**config.mk**
```make
export PLATFORM = sky130hd
export DESIGN_NAME = pfpc_apb_regs
export DESIGN_NICKNAME = d
export VERILOG_FILES = /design/src/rtl/pfpc_pkg.sv /design/src/rtl/pfpc_apb_regs.sv
export SDC_FILE = /design/constraint.sdc
export NUM_CORES = 1
export LEC_CHECK = 0
export ABC_AREA = 1
export BUFFER_PORTS_ARGS = -buffer_cell sky130_fd_sc_hd__buf_2
export CORE_MARGIN = 2
export CORE_UTILIZATION = 36
export CTS_BUF_LIST = sky130_fd_sc_hd__clkbuf_4
export CTS_CLUSTER_SIZE = 40
export DETAILED_ROUTE_END_ITERATION = 12
export PLACE_DENSITY = 0.82
export SETUP_SLACK_MARGIN = 0.5
export SYNTH_ARGS = -nofsm -noshare
export SYNTH_HDL_FRONTEND = slang
export SYNTH_SLANG_ARGS = --single-unit
```
**constraint.sdc**
```tcl
create_clock -name clk -period 0.92 [get_ports clk]
set_input_delay 0.184 -clock clk [delete_from_list [all_inputs] [get_ports clk]]
set_output_delay 0.184 -clock clk [all_outputs]
set_load 0.05 [all_outputs]
```
**src/rtl/pfpc_pkg.sv**
```systemverilog
`default_nettype none
// ----------------------------------------------------------------------------
// Pixel format palette converter package
// Shared types, codes, constants and channel expansion functions.
// ----------------------------------------------------------------------------
package pfpc_pkg;

  localparam int PaletteDepthDefault = 256;
  localparam int ColorW = 32;
  localparam int CountW = 9;
  localparam int ApbAddrW = 3;
  localparam int ApbDataW = 32;

  localparam logic ACT_CONVERT = 1'b0;
  localparam logic ACT_WRITE   = 1'b1;

  localparam logic [CountW-1:0] NEED_IDX8 = 9'd256;
  localparam logic [CountW-1:0] NEED_IDX4 = 9'd16;
  localparam logic [CountW-1:0] NEED_IDX1 = 9'd2;

  typedef enum logic [2:0] {
    MODE_XRGB32 = 3'd0,
    MODE_RGB24  = 3'd1,
    MODE_RGB565 = 3'd2,
    MODE_RGB332 = 3'd3,
    MODE_IDX8   = 3'd4,
    MODE_IDX4   = 3'd5,
    MODE_IDX1   = 3'd6,
    MODE_UNSUP  = 3'd7
  } pfpc_mode_t;

  typedef enum logic {
    REG_MODE   = 1'b0,
    REG_COLORS = 1'b1
  } pfpc_reg_t;

  typedef struct packed {
    pfpc_mode_t        mode;
    logic [CountW-1:0] colors;
  } pfpc_cfg_t;

  typedef struct packed {
    logic              action;
    logic [ColorW-1:0] source_bits;
    logic [2:0]        sub_position;
    logic [7:0]        entry_index;
    logic [ColorW-1:0] entry_color;
  } pfpc_in_t;

  typedef struct packed {
    logic [ColorW-1:0] pixel_color;
    logic              mode_error;
  } pfpc_out_t;

  // floor(v * 255 / 31) = 8v + floor(7v / 31); 7v / 31 by reciprocal 265 / 2^13
  function automatic logic [7:0] expand5(input logic [4:0] v);
    logic [7:0]  y;
    logic [16:0] p;
    y = 8'(v) * 8'd7;
    p = 17'(y) * 17'd265;
    return {v, 3'b000} + 8'(p >> 13);
  endfunction

  // floor(v * 255 / 63) = 4v + floor(v / 21)
  function automatic logic [7:0] expand6(input logic [5:0] v);
    logic [1:0] q;
    q = 2'(v >= 6'd21) + 2'(v >= 6'd42) + 2'(v >= 6'd63);
    return {v, 2'b00} + 8'(q);
  endfunction

  function automatic logic [7:0] expand3(input logic [2:0] v);
    logic [7:0] r;
    unique case (v)
      3'd0: r = 8'd0;
      3'd1: r = 8'd36;
      3'd2: r = 8'd72;
      3'd3: r = 8'd109;
      3'd4: r = 8'd145;
      3'd5: r = 8'd182;
      3'd6: r = 8'd218;
      default: r = 8'd255;
    endcase
    return r;
  endfunction

  function automatic logic [7:0] expand2(input logic [1:0] v);
    return {v, v, v, v};
  endfunction

endpackage
`default_nettype wire

```
**src/rtl/pfpc_apb_regs.sv**
```systemverilog
`default_nettype none
// ----------------------------------------------------------------------------
// Configuration registers
// APB-style access to the pixel mode and palette count registers.
// ----------------------------------------------------------------------------
module pfpc_apb_regs import pfpc_pkg::*; (
  input  wire logic                clk,
  input  wire logic                rst,
  input  wire logic                psel,
  input  wire logic                penable,
  input  wire logic                pwrite,
  input  wire logic [ApbAddrW-1:0] paddr,
  input  wire logic [ApbDataW-1:0] pwdata,
  output logic      [ApbDataW-1:0] prdata,
  output logic                     pready,
  output pfpc_cfg_t                cfg
);

  pfpc_cfg_t regs;
  pfpc_reg_t sel;
  logic      wr;

  assign sel    = pfpc_reg_t'(paddr[2]);
  assign wr     = psel && penable && pwrite;
  assign pready = 1'b1;
  assign cfg    = regs;

  always_ff @(posedge clk) begin
    if (rst) begin
      regs.mode   <= MODE_XRGB32;
      regs.colors <= '0;
    end else if (wr) begin
      unique case (sel)
        REG_MODE:   regs.mode   <= pfpc_mode_t'(pwdata[2:0]);
        REG_COLORS: regs.colors <= pwdata[CountW-1:0];
        default: ;
      endcase
    end
  end

  always_comb begin
    unique case (sel)
      REG_MODE:   prdata = ApbDataW'(regs.mode);
      REG_COLORS: prdata = ApbDataW'(regs.colors);
      default:    prdata = '0;
    endcase
  end

endmodule
`default_nettype wire

```
# Word-level counts from Yosys, hierarchy flattened
# Cells that the tools add are included.
# Widths: inputs -> output; s select.
totals:
  wordCells: 8
  in_bits: 40
  ff_bits: 12
  out_inout_bits: 45
op_classes:
  n_mux: 1
  reduce_logical: 4
  bitwise_logic: 1
ops:
  columns: ["op", "count"]
  rows:
  - ["$pmux 32 s2", 1]
  - ["$reduce_and 2->1", 2]
  - ["$logic_and 1x1->1", 2]
  - ["$not 1->1", 1]

# Depth between registers and ports, before layout
# Gate-level depths: netlist (run 1).
logic_depth:
  depth_word: 3
  mapped_depth: 6
  depth_no_buf: 5

# Least setup slack after synthesis (run 1)
# OpenSTA, ideal clock, no wires.
synth_path:
  path_kind: "register -> output"
  start: "reg regs, in the netlist cfg[0]"
  end: "out prdata[0]"
  arrival_ns: 1.079
  path_buffers: 0
  stages_incl_launch_ff: 3
  setup_slack_ns: -0.343
  t_required_ns: 0.736
  path_cell_list: "dfxtp_1 -> nand2_1 -> nand2_1"
synth_between:
  elab_chain_len: 1
synth_rtl:
  columns: ["item", "line", "rtl"]
  rows:
  - ["from (decl)", "pfpc_apb_regs.sv:19", "pfpc_cfg_t regs;"]
  - ["$pmux 32 s2", "pfpc_apb_regs.sv:42", "unique case (sel)"]
  - ["to (decl)", "pfpc_apb_regs.sv:14", "output logic [ApbDataW-1:0] prdata,"]
# Every way passes these cells. The select of a mux whose other input is x is not followed.

# Final worst setup path (run 1)
layout_path:
  start: "reg regs, in the netlist cfg[3]"
  end: "out prdata[3]"
# The elaborated chain is that of the path after synthesis.

==> summary.txt, run 1 <==
Setup path
  • Reg2reg path depth: 2
  • Data required time of the worst path: 0.74 ns
  • Setup CP Type: reg -> out
  • CP startpoint: cfg[3]
  • Worst-path fanout max: 3
  • Crit Reg-Reg Endpoint: cfg[2]
  • Critical path cell sequence: nand2_4, clkinvlp_4, buf_8
  • Critical Path Stages: 3
  • Reg2reg setup slack: 0.24 ns
  • Worst Setup End Kind: primary output
  • Critical path endpoint: prdata[3]
  • Largest stage delay on the critical path: 0.37 ns
  • WP data arrival: 0.94 ns
  • Startpoint types: flip-flop
  • Worst R2R Start: cfg[2]
  • Crit path max-delay family: flip-flops
  • Critical path's slowest cell: dfxtp_4
  • WP buf/inv: 2

Yosys
  • Post-Syn Area: 822 um^2
  • Leading cell type by number of instances after synthesis: nand2_1
  • Fraction of registers with async set or reset after synthesis: 0
  • Top cell type by total area after synthesis: dfxtp_1
  • Number of flops mapped to enable cells by yosys: 0
  • Seq cells post-synth: 12
  • Top cells by area, synth: dfxtp_1, buf_4, nand2_1
  • Netlist cell types: 12
  • Syn avg cell area: 6.42 um^2
  • Sequential area share after synthesis: 0.292
  • Simple-gate area share of the yosys netlist: 0.352
  • Top cells by count, synth: nand2_1, buf_4, nor2_1, inv_1
  • Top_reg_cell synth: dfxtp_1
  • Main combinational cell family by area after synthesis: simple AND/OR/NAND/NOR gates
  • Warnings, synthesis: 0
  • Synth Area in Compound Gates: 0
  • Yosys top cell area share: 0.292
  • Area share of fa/ha/maj cells after synthesis: 0
  • Post-Synthesis Cells: 128
  • Mux cell area share after synthesis: 0
  • Synth Area in XOR/XNOR: 0

Run status
  • Status: complete, but fails checks
  • Failing checks: setup timing

Placed design
  • Dpl ws: -0.192 ns
  • Placed Instances: 194
  • Port Buffer Count: 35
  • Final RePlAce weighted congestion: 0.797
  • HPWL Detailed: 1370 um

Floorplanning
  • Core Area: 2190 um^2
  • Die Wd: 51.8 um
  • # rows: 17
  • Initial Utilization: 0.375
  • Ports: 85
  • Chip Height: 51.8 um
  • Die area: 2680 um^2

CTS
  • TritonCTS Buffers: 3
  • CTS max path bufs: 2
  • Clock tree from TritonCTS: yes
  • Later-pin clock latency in the skew report: 0.27 ns
  • Clk slew on worst S/H paths: 0.08 ns
  • Clock root cell: clkbuf_4
  • Clock H-tree levels: 1
  • Clock Sinks: 12

Power and ir drop
  • Switch Pwr: 0.000700 W
  • Switching share of power: 0.435
  • Internal Power: 0.000911 W
  • Static Leak: 0.845 nW
  • Seq pwr share: 0.338
  • Combinational Power Share: 0.453
  • Clk network pwr share: 0.209
  • Pwr dens: 942 nW/um^2
  • VDD IR max: 793 uV
  • Power Total: 0.00161 W

GRT
  • Vias in the first global route: 774
  • Total track usage: 0.174
  • Initial antenna violation count: 0
  • First-pass GRT wire length: 3410 um
  • Congestion Overflow GR: 0
  • Pin count of the biggest net entering global routing: 10

Route
  • Drt wl/cell: 12.1 um
  • DRC errors left: 0
  • DRT antenna net count: 0
  • Vias: 913
  • Initial DRC Count: 9
  • DR vias/cell: 4.37
  • Final wirelength: 2520 um
  • Pre-antenna DRT Iters: 4

STA
  • Setup TNS Final: -3.07 ns
  • Final hold slack: 0.189 ns
  • Slack of the critical path: -0.206 ns
  • Max Freq: 888 MHz
  • Final setup vio count: 21
  • Tcrit/Tclk final: 1.22
  • Min Tclk post-route: 1.13 ns
  • Final hold violations: 0
  • Slew Viols, Final: 0
  • Final Skew: 0 ns
  • RSZ-0062 raised after global routing: yes

Final layout
  • Area grow syn2layout: 108%
  • Share of layout cells above drive strength 1: 0.646
  • Final nets: 222
  • FILL cells: 125
  • Max reg flops: 12
  • Layout Cells excl Fill: 209
  • Ant. Diodes: 0

Worst hold path
  • Worst Hold Class: in -> reg

Run
  • Max-cap viol count: 0
-- worst min-delay path: stages --
cell	delay, ns
buf_2	0.08
inv_1	0.06
nand2_1	0.07
nor2_1	0.03
-- metal layers --
metal | share of wire | GRT usage | vias up
li1 | - | - | 434
met1 | 0.37 | 0.198 | 420
met2 | 0.54 | 0.301 | 53
met3 | 0.065 | 0.0259 | 6
met4 | 0.030 | 0.110 | 0
met5 | 0 | 0 | -
-- power groups by stage --
stage | clock, W | combinational [W] | sequential, W
2_1_floorplan | 0 | 0.000471 | 0.000609
3_3_place_gp | 0 | 0.000546 | 0.000546
3_5_place_dp | 0 | 0.000549 | 0.000546
4_1_cts | 0.000331 | 0.000667 | 0.000542
5_1_grt | 0.000387 | 0.000761 | 0.000548
6_report | 0.000337 | 0.000729 | 0.000545
-- kinds of logic after synthesis --
| group | Yosys count |
|---|---|
| buffers and inverters | 46 |
| flip-flops | 12 |
| AND/OR/NAND/NOR | 68 |
| other | 2 |
-- cell usage in the layout, fill, tap and decap left out, drive strengths merged --
cell	Yosys	routed
clkinv	0	1
clkbuf	0	3
dfxtp	12	12
buf	28	54
clkinvlp	0	6
nand2	28	28
inv	18	12
conb	2	24
nor2	27	28
nand3	13	13
-- layout make-up --
cell class | instances | area [um^2] | area share
timing repair buffer | 54 | 661 | 0.386
multi-input combinational | 93 | 608 | 0.356
sequential | 12 | 285 | 0.167
inverter | 18 | 95.1 | 0.0556
tap | 28 | 35.0 | 0.0205
clock buffer | 3 | 22.5 | 0.0132
clock inverter | 1 | 3.75 | 0.00219
-- metrics by stage --
stage	util	instance area (um^2)
floorplan	-	1110
global placement	0.534	1170
detailed placement	0.534	1170
CTS	0.714	1560
global route	0.781	1710
finish	0.781	1710
-- worst min path at each step --
stage	start	end	slack, ns	cells after the start
after floorplan	rst	cfg[4]	0.35	3
after CTS	rst	cfg[4]	0.18	4
final	rst	cfg[5]	0.19	4
after global routing	rst	cfg[4]	0.21	4
after global placement	rst	cfg[4]	0.47	4
after detailed placement	rst	cfg[4]	0.47	4
-- repair_timing --
item | CTS | global route
pin swaps | 23 | 17
resized for setup | 90 | 26
gates cloned | 2 | 0
endpoints found under the setup margin | 33 | 33
hold buffers | 0 | 0
buffers inserted | 2 | 7
Power figures use the tool's default switching activity.
==> inputs of run 2 (changes only) <==
--- a/config.mk
+++ b/config.mk
@@ -8,11 +8,11 @@
 export ABC_AREA = 1
 export BUFFER_PORTS_ARGS = -buffer_cell sky130_fd_sc_hd__buf_2
 export CORE_MARGIN = 2
-export CORE_UTILIZATION = 36
+export CORE_UTILIZATION = 32
 export CTS_BUF_LIST = sky130_fd_sc_hd__clkbuf_4
 export CTS_CLUSTER_SIZE = 40
 export DETAILED_ROUTE_END_ITERATION = 12
-export PLACE_DENSITY = 0.82
+export PLACE_DENSITY = 0.77
 export SETUP_SLACK_MARGIN = 0.5
 export SYNTH_ARGS = -nofsm -noshare
 export SYNTH_HDL_FRONTEND = slang
==> constraint.sdc (replaced) <==
create_clock -name clk -period 1 [get_ports clk]
set_input_delay 0.2 -clock clk [delete_from_list [all_inputs] [get_ports clk]]
set_output_delay 0.2 -clock clk [all_outputs]
set_load 0.05 [all_outputs]
==> run 2 against run 1 <==
The flow still finishes with violations (setup timing); count of clock-buffer cells in the layout unchanged; flip-flop and latch count unchanged; non-clock buffer count decreased by 2; utilization decreased by 8.7 points; via count decreased by 2.2%; cell area decreased by 0.44%; die area increased by 12%; clock skew unchanged; sequential power decreased by 8.3%; combinational power decreased by 8.5%; final cell count unchanged; critical path type unchanged; largest cell class unchanged.
==> summary.txt, run 2 (synthesis results as in run 1) <==
Floorplanning
  • Die area: 2990 um^2 (+12%)
  • Initial Utilization: 0.335 (-0.0404)
  • Ports: 85 (unchanged)
  • Die Wd: 54.7 um (+5.6%)
  • Chip Height: 54.7 um (+5.6%)
  • # rows: 18 (+1)
  • Core Area: 2450 um^2 (+12%)

CTS
  • Clock tree from TritonCTS: yes
  • Hold buffer count at CTS: 0 (unchanged)
  • Clock H-tree levels: 1 (unchanged)
  • Clock Sinks: 12 (unchanged)
  • TritonCTS Buffers: 3 (unchanged)
  • Clock root cell: clkbuf_4
  • CTS max path bufs: 2 (unchanged)
  • Later-pin clock latency in the skew report: 0.28 ns (about the same)
  • Clk slew on worst S/H paths: 0.09 ns (about the same)

Placed design
  • Placed Instances: 192 (-1.0%)
  • Port Buffer Count: 35 (unchanged)
  • Dpl ws: -0.142 ns (+0.0495 ns)
  • Final RePlAce weighted congestion: 0.731 (-8.3%)
  • HPWL Detailed: 1390 um (+1.8%)

Final layout
  • Area grow syn2layout: 107%
  • Max reg flops: 12 (unchanged)
  • Commonest non-fill, non-tap cells in the layout: conb_1, buf_8, nor2_1
  • Layout Cells excl Fill: 209 (unchanged)
  • Share of layout cells above drive strength 1: 0.637 (-0.00954)
  • Final nets: 220 (-0.90%)
  • Ant. Diodes: 0 (unchanged)

Route
  • DR vias/cell: 4.27 (-2.2%)
  • Drt wl/cell: 12.2 um (+1.3%)
  • DRC errors left: 0 (unchanged)
  • DRT antenna net count: 0 (unchanged)
  • Final wirelength: 2550 um (+1.3%)
  • Initial DRC Count: 2 (-7)
  • Pre-antenna DRT Iters: 4 (unchanged)
  • Vias: 893 (-2.2%)

Setup path
  • Critical path cell sequence: nand2_4, clkinvlp_4, buf_8
  • Data required time of the worst path: 0.80 ns (+0.06 ns)
  • CP startpoint: cfg[3]
  • Worst R2R Start: cfg[3]
  • Startpoint types: flip-flop
  • Worst Setup End Kind: primary output
  • Setup CP Type: reg -> out
  • Reg2reg setup slack: 0.26 ns (+0.02 ns)
  • Crit Reg-Reg Endpoint: cfg[3]
  • Critical path's slowest cell: dfxtp_4
  • Critical path endpoint: prdata[3]
  • Worst-path fanout max: 3 (unchanged)
  • Reg2reg path depth: 3 (+1)
  • WP data arrival: 0.96 ns (+0.02 ns)
  • Largest stage delay on the critical path: 0.37 ns (about the same)

Run status
  • Failing checks: setup timing
  • Status: complete, but fails checks

STA
  • Tcrit/Tclk final: 1.16
  • RSZ-0062 raised after global routing: yes
  • Setup TNS Final: -1.69 ns (+1.38 ns)
  • Slew Viols, Final: 0 (unchanged)
  • Final setup vio count: 19 (-9.5%)
  • Final Skew: 0 ns (unchanged)
  • Max Freq: 861 MHz
  • Slack of the critical path: -0.161 ns (+0.0451 ns)
  • Min Tclk post-route: 1.16 ns
  • Final hold violations: 0 (unchanged)

Power and ir drop
  • Static Leak: 0.836 nW (-1.1%)
  • VDD IR max: 616 uV (-22%)
  • Switch Pwr: 0.000652 W (-6.9%)
  • Switching share of power: 0.439 (+0.00432)
  • Clk network pwr share: 0.214 (+0.005)
  • Seq pwr share: 0.337 (about the same)
  • Internal Power: 0.000833 W (-8.5%)
  • Pwr dens: 872 nW/um^2 (-7.4%)
  • Combinational Power Share: 0.449 (-0.004)

Worst hold path
  • Min-delay src: paddr[2]
  • Worst Hold Class: in -> reg

GRT
  • First-pass GRT wire length: 3650 um (+7.1%)
  • Congestion Overflow GR: 0 (unchanged)
  • Vias in the first global route: 858 (+11%)
  • Total track usage: 0.177 (+0.00321)
  • Initial antenna violation count: 0 (unchanged)
  • Pin count of the biggest net entering global routing: 13 (+3)

Run
  • Max-cap viol count: 0 (unchanged)
-- run 2: how the worst min path moves through the flow --
stage	to	slack, ns	cells past startpoint
global route	cfg[0]	0.23	4
CTS	cfg[1]	0.21	4
global placement	cfg[2]	0.48	2
floorplan	cfg[4]	0.36	3
finish	cfg[0]	0.20	4
detailed placement	cfg[2]	0.48	2
-- run 2: cell type report --
class                   instances  area [um^2]
clock buffers                   3         22.5
fillers                       169          752
well taps                      30         37.5
repair buffers                 52          638
multi-input cells              93          618
clock inverters                 1         3.75
flip-flops and latches         12          285
inverters                      18         97.6
-- run 2: metrics by stage --
stage	util	total power [W]	cell area, um^2	hold WS, ns
after CTS	0.639	0.00143	1570	0.209
after detailed placement	0.460	0.000993	1130	0.482
after global placement	0.460	0.000990	1130	0.475
final	0.694	0.00149	1700	0.202
after global routing	0.694	0.00155	1700	0.227
after floorplan	-	0.000994	1110	0.363
-- run 2: worst max-delay path, delay by kind of cell, from the launching register on --
kind	cells	cell delay (ns)
flops	1	0.37
simple gates	1	0.07
buf+inv	2	0.24
-- run 2: power by group through the flow --
stage,clock [W],sequential (W),combinational (W)
finish,0.000318,0.000500,0.000667
global route,0.000348,0.000503,0.000701
CTS,0.000312,0.000499,0.000617
detailed placement,0,0.000502,0.000491
global placement,0,0.000501,0.000488
floorplan,0,0.000561,0.000433
-- run 2: timing repair --
item | in CTS | in global routing
resized for setup | 91 | 25
pin swaps | 11 | 10
setup buffers | 6 | 5
endpoints found under the setup margin | 33 | 33
cloned | 2 | 0
-- run 2: per-layer routing --
layer | up-vias | share of wire | global-route usage
li1 | 437 | - | -
met1 | 403 | 0.35 | 0.173
met2 | 47 | 0.56 | 0.345
met3 | 6 | 0.065 | 0.0191
met4 | 0 | 0.025 | 0.108
met5 | - | 0 | 0
==> inputs of run 3 (changes only) <==
--- a/config.mk
+++ b/config.mk
@@ -7,6 +7,7 @@
 export LEC_CHECK = 0
 export ABC_AREA = 1
 export BUFFER_PORTS_ARGS = -buffer_cell sky130_fd_sc_hd__buf_2
+export CORE_ASPECT_RATIO = 0.75
 export CORE_MARGIN = 2
 export CORE_UTILIZATION = 32
 export CTS_BUF_LIST = sky130_fd_sc_hd__clkbuf_4
==> run 3 against run 2 <==
The flow still finishes with violations (setup timing); sequential power is 0.8% lower; setup slack better by 0.041 ns; via count is 3.6% lower; highest routed layer unchanged; critical path type unchanged; clock power is 4% lower; first-iteration DRC count grew to 5.0 times the previous value.
==> summary.txt, run 3 (synthesis results as in run 1) <==
Run status
  • Status: complete, but fails checks
  • Failing checks: setup timing

CTS
  • Later-pin clock latency in the skew report: 0.27 ns (about the same)
  • TritonCTS Buffers: 3 (unchanged)
  • Clock root cell: clkbuf_4
  • Clock H-tree levels: 1 (unchanged)
  • CTS max path bufs: 2 (unchanged)
  • Clock Sinks: 12 (unchanged)
  • Clock tree from TritonCTS: yes
  • Clk slew on worst S/H paths: 0.08 ns (about the same)

Final layout
  • Finished layout cell area: 1560 um^2 (-8.3%)
  • Commonest non-fill, non-tap cells in the layout: conb_1, nor2_1, buf_8
  • Ant. Diodes: 0 (unchanged)
  • Max reg flops: 12 (unchanged)
  • Final nets: 215 (-2.3%)
  • Fin util: 0.660 (-0.0334)
  • Area grow syn2layout: 90.0%
  • FILL cells: 203 (+20%)
  • Share of layout cells above drive strength 1: 0.615 (-0.0219)
  • Register Area: 285 um^2 (unchanged)
  • Most common cell after layout, fill and taps aside: conb_1
  • Multi-input logic area: 581 um^2 (-6.1%)

Floorplanning
  • Die Wd: 62.5 um (+14%)
  • # rows: 15 (-3)
  • Ports: 85 (unchanged)
  • Chip Height: 47.9 um (-12%)
  • Core Area: 2360 um^2 (-3.7%)
  • Initial Utilization: 0.348 (+0.0128)
  • Die area: 2990 um^2 (+0.14%)

GRT
  • Vias in the first global route: 701 (-18%)
  • Congestion Overflow GR: 0 (unchanged)
  • Pin count of the biggest net entering global routing: 13 (unchanged)
  • Total track usage: 0.142 (-0.0353)
  • Initial antenna violation count: 0 (unchanged)
  • First-pass GRT wire length: 3130 um (-14%)

Power and ir drop
  • Internal Power: 0.000802 W (-3.7%)
  • Switch Pwr: 0.000620 W (-4.9%)
  • Combinational Power Share: 0.436 (-0.013)
  • VDD IR max: 473 uV (-23%)
  • Power Total: 0.00142 W (-4.2%)
  • Clk network pwr share: 0.215 (about the same)
  • Static Leak: 0.735 nW (-12%)
  • Switching share of power: 0.436 (-0.00287)
  • Seq pwr share: 0.349 (+0.012)
  • Pwr dens: 911 nW/um^2 (+4.4%)

Setup path
  • Critical path cell sequence: nand2_1, nand2_4, buf_8
  • Worst-path fanout max: 3 (unchanged)
  • Startpoint types: flip-flop
  • Critical path's slowest cell: dfxtp_4
  • Largest stage delay on the critical path: 0.36 ns (about the same)
  • Setup CP Type: reg -> out
  • WP data arrival: 0.92 ns (-0.04 ns)
  • Data required time of the worst path: 0.80 ns (about the same)
  • Worst Setup End Kind: primary output

Route
  • DRC errors left: 0 (unchanged)
  • DR vias/cell: 4.14 (-3.1%)
  • Initial DRC Count: 10 (+8)
  • Drt wl/cell: 10.5 um (-14%)
  • Final wirelength: 2180 um (-14%)
  • DRT antenna net count: 0 (unchanged)
  • Pre-antenna DRT Iters: 4 (unchanged)
  • Vias: 861 (-3.6%)

Worst hold path
  • Worst Hold Class: in -> reg

STA
  • Final Skew: 0 ns (unchanged)
  • Slack of the critical path: -0.121 ns (+0.0407 ns)
  • Tcrit/Tclk final: 1.12 (-0.0407)
  • Min Tclk post-route: 1.12 ns (-0.0407 ns)
  • Final setup vio count: 15 (-4)
  • RSZ-0062 raised after global routing: yes
  • Slew Viols, Final: 0 (unchanged)
  • Final hold violations: 0 (unchanged)
  • Max Freq: 892 MHz (+3.6%)

Run
  • Max-cap viol count: 0 (unchanged)

Placed design
  • Port Buffer Count: 35 (unchanged)
  • Final RePlAce weighted congestion: 0.679 (-7.1%)
  • Placed instance area: 1150 um^2 (+1.8%)
  • Dpl ws: -0.144 ns (-0.00160 ns)
  • HPWL Detailed: 1330 um (-4.5%)
[run 3: layer usage]
layer	share of wire	GRT usage	vias to the layer above	wire [um]
met5	0	0	-	0
met4	0.0096	0.0800	0	21
met3	0.078	0.0259	2	171
met2	0.52	0.275	44	1130
met1	0.39	0.156	386	859
li1	-	-	429	-
[run 3: power groups by stage]
stage | combinational (W) | sequential [W] | clock, W
after global routing | 0.000652 | 0.000499 | 0.000341
after detailed placement | 0.000493 | 0.000503 | 0
final | 0.000620 | 0.000496 | 0.000306
after CTS | 0.000572 | 0.000495 | 0.000307
after floorplan | 0.000433 | 0.000561 | 0
after global placement | 0.000492 | 0.000502 | 0
[run 3: per-stage QoR]
step	hold slack, ns	instances	TNS [ns]
floorplan	0.363	150	0
global placement	0.480	198	-1.77
detailed placement	0.489	198	-1.87
CTS	0.228	204	-1.37
global route	0.267	208	-1.91
finish	0.237	208	-1.33
[run 3: cell type report]
class,count,share of cell area
repair buffers,47,0.338
clock buffers,3,0.0144
clock inverters,1,0.00240
well taps,34,0.0272
multi-input cells,93,0.372
flip-flops and latches,12,0.183
inverters,18,0.0633
[run 3: path summary, 6_finish.rpt]
kind | startpoint | endpoint | slack [ns] | depth (start not counted)
min reg2reg | cfg[5] | cfg[5] | 0.50 | 2
max reg2reg | cfg[6] | cfg[6] | 0.36 | 2
min | pwdata[4] | cfg[4] | 0.24 | 5
max | cfg[2] | prdata[2] | -0.12 | 3
[run 3: repair_timing]
action                                  CTS  global route
hold buffers                              0             0
buffers inserted                          0             4
gates resized for setup                  68            26
pin swaps                                 4             7
endpoints found under the setup margin   33            33
gates cloned                              2             0
[run 3: critical path: cells and delay by family, from the launching register on]
| kind | cells | cell delay, ns |
|---|---|---|
| buffers and inverters | 1 | 0.14 |
| AND/OR/NAND/NOR | 2 | 0.14 |
| flip-flops | 1 | 0.36 |
